$ cat config.mk
export PLATFORM = sky130hd
export DESIGN_NAME = air_quality_frame_decoder
export DESIGN_NICKNAME = d
export VERILOG_FILES = /design/src/rtl/afd_pkg.sv /design/src/rtl/air_quality_frame_decoder.sv
export SDC_FILE = /design/constraint.sdc
export NUM_CORES = 1
export LEC_CHECK = 0
export ABC_AREA = 1
export ABC_CLOCK_PERIOD_IN_PS = 7700
export BUFFER_PORTS_ARGS = -buffer_cell sky130_fd_sc_hd__clkbuf_2
export CORE_MARGIN = 2
export CORE_UTILIZATION = 30
export CTS_CLUSTER_SIZE = 25
export DETAILED_ROUTE_END_ITERATION = 8
export PLACE_DENSITY = 0.53
export SLEW_MARGIN = 20
export SYNTH_ARGS = -nofsm -noshare
export SYNTH_HDL_FRONTEND = slang
export SYNTH_SLANG_ARGS = --single-unit
$ cat constraint.sdc
create_clock -name clk_i -period 7.7 [get_ports clk_i]
set_clock_uncertainty 0.05 [all_clocks]
set_input_delay 2.31 -clock clk_i [delete_from_list [all_inputs] [get_ports clk_i]]
set_output_delay 2.31 -clock clk_i [all_outputs]
set_load 0.01 [all_outputs]
$ cat src/rtl/afd_pkg.sv
// Package for the air quality frame decoder: frame geometry, status codes,
// field widths and the bytewise CRC-8 function. No dependencies.
`timescale 1ns / 1ps

package afd_pkg;

  // Frame geometry
  localparam int unsigned FrameLen = 21;
  localparam int unsigned CrcLen   = 19;
  localparam int unsigned KeepLen  = 13;
  localparam int unsigned CntW     = 5;
  localparam int unsigned KeepIdxW = $clog2(KeepLen);

  // CRC-8, polynomial x^8 + x^5 + x^4 + 1, MSB first
  localparam logic [7:0] CrcPoly = 8'h31;

  // Decoding constants
  localparam logic [12:0] TempOffset     = 13'sd400;
  localparam logic [7:0]  TypeCodeReset  = 8'h46;
  localparam logic [11:0] TempMaxReset   = 12'd700;
  localparam logic [7:0]  HumMaxReset    = 8'd100;
  localparam logic [7:0]  TempHiMask     = 8'h07;
  localparam logic [7:0]  PmHiMask       = 8'h3f;

  // Configuration register indexes
  localparam logic [1:0] CfgTypeCode = 2'd0;
  localparam logic [1:0] CfgTempMax  = 2'd1;
  localparam logic [1:0] CfgHumMax   = 2'd2;

  // Port widths
  localparam int unsigned InDataW  = 16;
  localparam int unsigned OutDataW = 104;

  typedef enum logic [2:0] {
    StatusOk       = 3'd0,
    StatusShort    = 3'd1,
    StatusBadType  = 3'd2,
    StatusBadCrc   = 3'd3,
    StatusBadSum   = 3'd4,
    StatusRange    = 3'd5
  } status_e;

  // Check results captured with the last byte of a frame
  typedef struct packed {
    logic       short_frame;
    logic       crc_bad;
    logic       sum_bad;
    logic [7:0] strength;
  } frame_end_t;

  // One byte through the CRC, eight shift steps
  function automatic logic [7:0] crc8_update(input logic [7:0] crc, input logic [7:0] data);
    logic [7:0] c;
    c = crc ^ data;
    for (int i = 0; i < 8; i++) begin
      if (c[7]) begin
        c = {c[6:0], 1'b0} ^ CrcPoly;
      end else begin
        c = {c[6:0], 1'b0};
      end
    end
    return c;
  endfunction

endpackage

$ cat src/rtl/air_quality_frame_decoder.sv
// Air quality frame decoder top level: byte stream in, one decoded result per frame.
// Depends on afd_pkg.
//
//  channel  | dir | handshake               | payload
//  ---------+-----+-------------------------+----------------------------------------
//  s_axis   | in  | s_axis_tvalid/tready    | tdata: data_byte, signal_strength; tlast
//  m_axis   | out | m_axis_tvalid/tready    | tdata: decoded result (see port)
//  cfg      | in  | cfg_valid_i/cfg_ready_o | cfg_index_i, cfg_data_i
//
// One byte is taken per cycle unless the input is stalled. The frame state (count,
// CRC, sum, kept bytes) updates on each byte; the last byte captures the checks
// into a one-entry end stage, which is decoded into the output register once that
// register is free. Input stalls only while the end stage is held behind a full
// output register. Reset restores the register defaults and clears the frame
// counters; kept bytes are not reset.
`timescale 1ns / 1ps

module air_quality_frame_decoder
  import afd_pkg::*;
(
  input  logic                clk_i,
  input  logic                rst_ni,
  // [7:0] data_byte, [15:8] signal_strength
  input  logic [InDataW-1:0]  s_axis_tdata,
  input  logic                s_axis_tlast,
  input  logic                s_axis_tvalid,
  output logic                s_axis_tready,
  // [2:0] status, [26:3] sensor_id, [38:27] temp_tenths, [46:39] humidity,
  // [60:47] pm25_tenths, [74:61] pm10_tenths, [90:75] co2_ppm,
  // [93:91] battery_bars, [94] battery_low, [102:95] strength_out, [103] zero
  output logic [OutDataW-1:0] m_axis_tdata,
  output logic                m_axis_tvalid,
  input  logic                m_axis_tready,
  input  logic                cfg_valid_i,
  output logic                cfg_ready_o,
  input  logic [1:0]          cfg_index_i,
  input  logic [11:0]         cfg_data_i
);

  // Configuration registers
  logic [7:0]  type_code_q;
  logic [11:0] temp_max_q;
  logic [7:0]  hum_max_q;

  assign cfg_ready_o = 1'b1;

  always_ff @(posedge clk_i or negedge rst_ni) begin
    if (!rst_ni) begin
      type_code_q <= TypeCodeReset;
      temp_max_q  <= TempMaxReset;
      hum_max_q   <= HumMaxReset;
    end else if (cfg_valid_i) begin
      case (cfg_index_i)
        CfgTypeCode: type_code_q <= cfg_data_i[7:0];
        CfgTempMax:  temp_max_q  <= cfg_data_i;
        CfgHumMax:   hum_max_q   <= cfg_data_i[7:0];
        default: ;
      endcase
    end
  end

  // Handshake control
  logic end_valid_q, end_valid_d;
  logic out_valid_q, out_valid_d;
  logic out_free, end_adv, in_acc;

  assign out_free      = !out_valid_q || m_axis_tready;
  assign end_adv       = end_valid_q && out_free;
  assign s_axis_tready = !end_valid_q || end_adv;
  assign in_acc        = s_axis_tvalid && s_axis_tready;

  // Frame accumulation
  logic [7:0]      in_byte;
  logic [CntW-1:0] cnt_q, cnt_d;
  logic [7:0]      crc_q, crc_d;
  logic [7:0]      sum_q, sum_d;
  logic [7:0]      crc_byte_q, crc_byte_d;
  logic [7:0]      sum_byte_q, sum_byte_d;
  logic [7:0]      keep_q [KeepLen];
  logic            in_frame;

  assign in_byte  = s_axis_tdata[7:0];
  assign in_frame = cnt_q < CntW'(FrameLen);

  always_comb begin
    cnt_d      = cnt_q;
    crc_d      = crc_q;
    sum_d      = sum_q;
    crc_byte_d = crc_byte_q;
    sum_byte_d = sum_byte_q;
    if (in_frame) begin
      if (cnt_q < CntW'(CrcLen)) crc_d = crc8_update(crc_q, in_byte);
      if (cnt_q == CntW'(CrcLen)) crc_byte_d = in_byte;
      if (cnt_q < CntW'(FrameLen - 1)) sum_d = sum_q + in_byte;
      if (cnt_q == CntW'(FrameLen - 1)) sum_byte_d = in_byte;
      cnt_d = cnt_q + 1'b1;
    end
  end

  always_ff @(posedge clk_i or negedge rst_ni) begin
    if (!rst_ni) begin
      cnt_q <= '0;
      crc_q <= '0;
      sum_q <= '0;
    end else if (in_acc) begin
      if (s_axis_tlast) begin
        cnt_q <= '0;
        crc_q <= '0;
        sum_q <= '0;
      end else begin
        cnt_q <= cnt_d;
        crc_q <= crc_d;
        sum_q <= sum_d;
      end
    end
  end

  // Kept bytes and check bytes
  always_ff @(posedge clk_i) begin
    if (in_acc) begin
      crc_byte_q <= crc_byte_d;
      sum_byte_q <= sum_byte_d;
      if (cnt_q < CntW'(KeepLen)) keep_q[cnt_q[KeepIdxW-1:0]] <= in_byte;
    end
  end

  // End stage: checks captured with the last byte
  frame_end_t end_q, end_d;

  always_comb begin
    end_d.short_frame = cnt_d < CntW'(FrameLen);
    end_d.crc_bad     = crc_d != crc_byte_d;
    end_d.sum_bad     = sum_d != sum_byte_d;
    end_d.strength    = s_axis_tdata[15:8];
    end_valid_d       = end_valid_q;
    if (end_adv) end_valid_d = 1'b0;
    if (in_acc && s_axis_tlast) end_valid_d = 1'b1;
  end

  always_ff @(posedge clk_i or negedge rst_ni) begin
    if (!rst_ni) begin
      end_valid_q <= 1'b0;
    end else begin
      end_valid_q <= end_valid_d;
    end
  end

  always_ff @(posedge clk_i) begin
    if (in_acc && s_axis_tlast) end_q <= end_d;
  end

  // Decode of kept bytes
  logic signed [12:0] temp_wide;
  logic signed [11:0] temp;
  logic               out_of_range;
  logic [2:0]         bars;
  status_e            status;
  logic [OutDataW-1:0] result;

  always_comb begin
    temp_wide    = $signed({2'b00, keep_q[4][2:0] & TempHiMask[2:0], keep_q[5]})
                   - $signed(TempOffset);
    temp         = temp_wide[11:0];
    out_of_range = (keep_q[6] > hum_max_q) || (temp > $signed(temp_max_q));
    bars         = {keep_q[7][6], keep_q[9][7:6]};

    if (end_q.short_frame)           status = StatusShort;
    else if (keep_q[0] != type_code_q) status = StatusBadType;
    else if (end_q.crc_bad)          status = StatusBadCrc;
    else if (end_q.sum_bad)          status = StatusBadSum;
    else if (out_of_range)           status = StatusRange;
    else                             status = StatusOk;

    result = '0;
    result[2:0]    = status;
    result[102:95] = end_q.strength;
    if (status == StatusOk) begin
      result[26:3]  = {keep_q[1], keep_q[2], keep_q[3]};
      result[38:27] = temp;
      result[46:39] = keep_q[6];
      result[60:47] = {keep_q[7][5:0] & PmHiMask[5:0], keep_q[8]};
      result[74:61] = {keep_q[9][5:0] & PmHiMask[5:0], keep_q[10]};
      result[90:75] = {keep_q[11], keep_q[12]};
      result[93:91] = bars;
      result[94]    = bars <= 3'd1;
    end
  end

  // Output register
  logic [OutDataW-1:0] out_data_q;

  always_comb begin
    out_valid_d = out_valid_q;
    if (m_axis_tready) out_valid_d = 1'b0;
    if (end_adv) out_valid_d = 1'b1;
  end

  always_ff @(posedge clk_i or negedge rst_ni) begin
    if (!rst_ni) begin
      out_valid_q <= 1'b0;
    end else begin
      out_valid_q <= out_valid_d;
    end
  end

  always_ff @(posedge clk_i) begin
    if (end_adv) out_data_q <= result;
  end

  assign m_axis_tvalid = out_valid_q;
  assign m_axis_tdata  = out_data_q;

endmodule
Word level (Yosys, flattened, before mapping)
Memory sizes are Yosys's and may differ from the RTL's. A register that Yosys moved wholly into a read port is not among the register bits.
Cells that the tools add are included.

word-level totals
  register bits after elaboration = 181
  memory bits (writable) = 104
  input bits = 36
  output and inout bits = 107
  memories = 1

cells by class
  add/subtract/negate cells = 3
  order comparisons = 8
  equality and inequality tests = 7
  muxes and demuxes = 46
  bitwise logic cells = 9
  reductions and logical operators = 22

memories
  name    depth  width  read ports  clocked after Yosys merged registers in  write ports  line                             RTL
  keep_q  13     8      13          7                                        1            air_quality_frame_decoder.sv:79  logic [7:0] keep_q [KeepLen];

operator list
  cell                                                 number
  two-way mux 8 bit                                    24
  two-way mux 6 bit                                    8
  inequality test 8 bit                                3
  NOT 3 bit                                            8
  < comparator 5 bit, second input constant            4
  two-way mux 3 bit                                    5
  greater-than comparator 12 bit                       1
  subtractor 11 x 9 -> 12 bit, second input constant   1
  == test 5 bit, second input constant                 2
  two-way mux 5 bit                                    2
  logical NOT 1 bit                                    9
  adder 8 bit                                          1
  greater-than comparator 8 bit                        1
  XOR 8 bit                                            1
  two-way mux 1 bit                                    7
  AND reduction 2 bit                                  3
  adder 5 x 1 -> 5 bit, second input constant          1
  < comparator 5 x 4 -> 1 bit, second input constant   1
  nonzero test 2 bit                                   2
  <= comparator 3 x 1 -> 1 bit, second input constant  1
  logical AND 1 bit                                    3
  logical NOT 3 bit                                    1
  logical OR 1 bit                                     3
  == test 2 x 1 -> 1 bit, second input constant        1
  2 further kinds                                      2

Longest topological paths before layout
  depth in word-level cells = 34
  mapped depth = 19

Least setup slack after synthesis
Ideal clock, no wire load.

  kind = input-to-reg
  start = input m_axis_tready
  end = register out_data_q[0], in the netlist m_axis_tdata[0], enable pin
  arrival time = 7.319 ns
  slack = -0.268 ns
  stages on the path = 2
  cell sequence = inv_1 > a21oi_1

on the way
  word-level cells in the longest chain between the ends = 2

ends and longest elaborated chain
  item                    line                              RTL
  start: declaration      air_quality_frame_decoder.sv:33   input logic m_axis_tready,
  logical OR 1 bit        air_quality_frame_decoder.sv:67   assign out_free = !out_valid_q || m_axis_tready;
  logical AND 1 bit       air_quality_frame_decoder.sv:68   assign end_adv = end_valid_q && out_free;
  net end_adv             air_quality_frame_decoder.sv:65   logic out_free, end_adv, in_acc;
  end signal: assignment  air_quality_frame_decoder.sv:207  if (end_adv) out_data_q <= result;
  end: declaration        air_quality_frame_decoder.sv:190  logic [OutDataW-1:0] out_data_q;

The timed path passes the listed nets, and every way through them passes these cells.
A chain may end at the register's enable or synchronous reset.

Final worst setup path
  start = input m_axis_tready
  end = output s_axis_tready

on the way
  word-level cells in the longest chain between the ends = 3

ends and longest elaborated chain
  item               line                             RTL
  logical OR 1 bit   air_quality_frame_decoder.sv:67
  logical AND 1 bit  air_quality_frame_decoder.sv:68
  logical OR 1 bit   air_quality_frame_decoder.sv:69  assign s_axis_tready = !end_valid_q || end_adv;
  end: declaration   air_quality_frame_decoder.sv:27  output logic s_axis_tready,

No other way between the ends.

==> results.toml <==
[status]
status = "finished clean"

[synth]
syn_nets = 1154
synth_top_family_by_area = "simple AND/OR/NAND/NOR gates"
synth_top_area_share_pct = 57.0
muxShareOfSynthArea_pct = 0
synth_area_leaders = "edfxtp_1 57%, dfrtp_1 8.1%, nand2_1 6.8%"
synth-seq-area-share_pct = 67.8
synth_compound_area_share_pct = 5.03
ys_warn_count = 0
synth_simple_gate_area_share_pct = 14.6
syn_avg_cell_area_um2 = 11.1
yosys.area.top_type = "edfxtp_1"
synthCells = 1085
async_reset_ff_share_pct = 18.3
synth-main-ff-cell = "edfxtp_1"
synth-edff-count = 228
synth_area_um2 = 12000
synth.distinct_cells = 40
synth_xor_area_share_pct = 1.46
synthAdderAreaFrac_pct = 3.50
ys_ff_latch = 279

[setup_path]
reg2reg_depth = 17
crit_family = "buffers and inverters"
crit_path_max_incr_delay_ns = 0.16
cp_data_arrival_time_ns = 2.80
start_kind = "input pin"
crit_cells = 4
cp-end-kind = "output port"
crit_type = "input pin to output port"
crit_chain = "clkbuf_2, inv_1, nand3_1, clkbuf_2"
critPathMaxFanout = 3
worstPathRequired_ns = 5.34
crit_slowest_cell = "clkbuf_2"
crit_top_cell = "clkbuf_2"
path_buf_inv = 3

[cells_and_area]
nets = 1308
diodes = 0
final_util_pct = 35.8
n_fill_cell = 3919
drive_gt1_share_pct = 18.3
design_area_um2 = 14200
syn_to_final_growth_pct = 18.1

[timing]
finalCritPeriodShare_pct = 67.0
rsz0062_at_grt = "false"
slew_violations = 0
setup_viol = 0
tns_ns = 0
post-route-min-period_ns = 5.16
fin_hold_ws_ns = 0.369
tightest_slew_ns = 0.949
fmax_mhz = 194
finalHoldViolCount = 0
relSlewSlack_pct = 36.7

[route]
vias_per_cell = 4.32
wl_per_cell_um = 14.8
route.detailed.drc = 0
drt-total-wl_um = 26400
dr.pass1.iters = 4
vias = 7709
drt_iter0_drc = 530
ant_nets = 0

[die]
start_util_pct = 30.3
die_w_um = 204
num_rows = 73
die_area_um2 = 41600
ioPinCount = 143
core-area_um2 = 39600
die_h_um = 204

[clock_tree]
clk_pin_slew_ns = 0.06
numCtsBuffers = 29
tritoncts = "done"
cts_root_buf = "clkbuf_16"
ctsHoldBuffers = 0
cts_buffer_depth = 3
htree_num_levels = 1
cts.sinks = 279
cts_resized = 0
clkLatencyLatePin_ns = 0.54
cts_setup_buffers = 0

[placement]
placed_area_um2 = 13300
place.gp.congestion = 0.810
dp_hpwl_um = 18000
portBuffers = 140

[worst_hold_path]
holdPathStages = 0
hold_class = "register to register"

[grt]
grt_pass1_vias = 7485
grt_max_degree = 74
antenna_found_initial = 1
grt_overflow = 0
grt_pass1_wl_um = 41600
grtUsageTotal_pct = 12.7

[run]
max-cap-violations = 0

[pwr]
vdd_drop_max_v = 0.000153
p_leak_nw = 6.31
p_per_area_nw_per_um2 = 260
[per-stage QoR]
step	worst slack [ns]	total power, mW	cells
floorplan	1.84	2.23	1085
global route	2.51	3.88	1785
CTS	2.54	3.73	1785
finish	2.54	3.69	1785
global placement	2.57	2.39	1732
detailed placement	2.54	2.40	1733
[area by class of cell]
class                           instances  area, um2  area share [%]
Clock inverter                         13       97.6           0.688
Inverter                              201        757            5.34
Multi-Input combinational cell        581       2980            21.0
Sequential cell                       279       8140            57.4
Clock buffer                           39        793            5.60
Tap cell                              525        657            4.63
Timing Repair Buffer                  147        757            5.34
[cells in the final DEF (no fill, tap or decap), types with 4 or more instances in the layout]
master / synthesis / layout
nor2_1: 121 / 120
o21ai_1: 4 / 4
edfxtp_1: 228 / 228
dfstp_2: 12 / 12
clkinv_1: 0 / 4
dfrtp_1: 39 / 39
nand2_1: 218 / 218
clkbuf_16: 0 / 29
inv_1: 196 / 196
nand4_1: 11 / 11
ha_1: 32 / 32
clkbuf_2: 0 / 140
nor3_1: 5 / 5
o22ai_1: 12 / 12
a21oi_1: 26 / 25
nand3_1: 48 / 48
nand2_4: 4 / 4
clkbuf_1: 8 / 7
inv_2: 4 / 4
clkinv_2: 0 / 4
o21ai_2: 7 / 7
xor2_1: 15 / 15
buf_4: 5 / 6
xnor2_1: 5 / 5
o21ai_0: 52 / 52
[path summary, 6_finish.rpt]
kind,startpoint,end,slack (ns)
setup / recovery,m_axis_tready,s_axis_tready,2.54
hold / removal,end_q[2],m_axis_tdata[97],0.37
setup reg to reg,keep_q[5][4],m_axis_tdata[57],3.91
hold reg to reg,end_q[2],m_axis_tdata[97],0.37
max in group asynchronous,rst_ni,cnt_q[1],5.19
min in group asynchronous,rst_ni,temp_max_q[10],1.89
[report_power, final]
part	leakage (nW)	switching [mW]	total, mW	internal [mW]
sequential	2.75	0.0561	1.81	1.76
clock	0.432	0.560	1.31	0.754
combinational	3.13	0.368	0.560	0.192
total	6.31	0.985	3.69	2.70
[cells by family (layout without fill, tap and decap cells)]
| logic type | count (synthesis) | after routing |
|---|---|---|
| compound gates | 107 | 107 |
| fa+ha+maj | 33 | 33 |
| xor+xnor | 20 | 20 |
| buf+inv | 225 | 400 |
| other cells | 2 | 2 |
| simple gates | 419 | 419 |
| flops | 279 | 279 |
[per-layer routing]
metal  share of wire [%]  routed length, um  GRT usage [%]  up-vias
met5               0.045                 12              0        -
met4                 2.2                574           3.91        2
met3                 4.5               1200           1.87       44
met2                  47              12400           20.7      157
met1                  47              12300           17.4     3657
li1                    -                  -              -     3849
[Yosys cell counts (3+ instances only)]
cell / instances
a21oi_1: 26
xor2_1: 15
buf_2: 9
buf_4: 5
o21ai_1: 4
inv_1: 196
o22ai_1: 12
xnor2_1: 5
inv_2: 4
o21ai_2: 7
clkbuf_1: 8
nand2_4: 4
nor2_1: 121
nand4_1: 11
or2_2: 3
o21ai_0: 52
ha_1: 32
dfstp_2: 12
nor3_1: 5
nand3_1: 48
edfxtp_1: 228
nand2_1: 218
dfrtp_1: 39
[sequential cells by signal, indices dropped and copies added (netlist names)]
name	count
m_axis_tvalid	1
m_axis_tdata	103
crc_q	8
sum_byte_q	8
cnt_q	5
type_code_q	8
sum_q	8
crc_byte_q	8
temp_max_q	12
hum_max_q	8
end_q	11
keep_q	98
end_valid_q	1
Power figures use the tool's default switching activity.
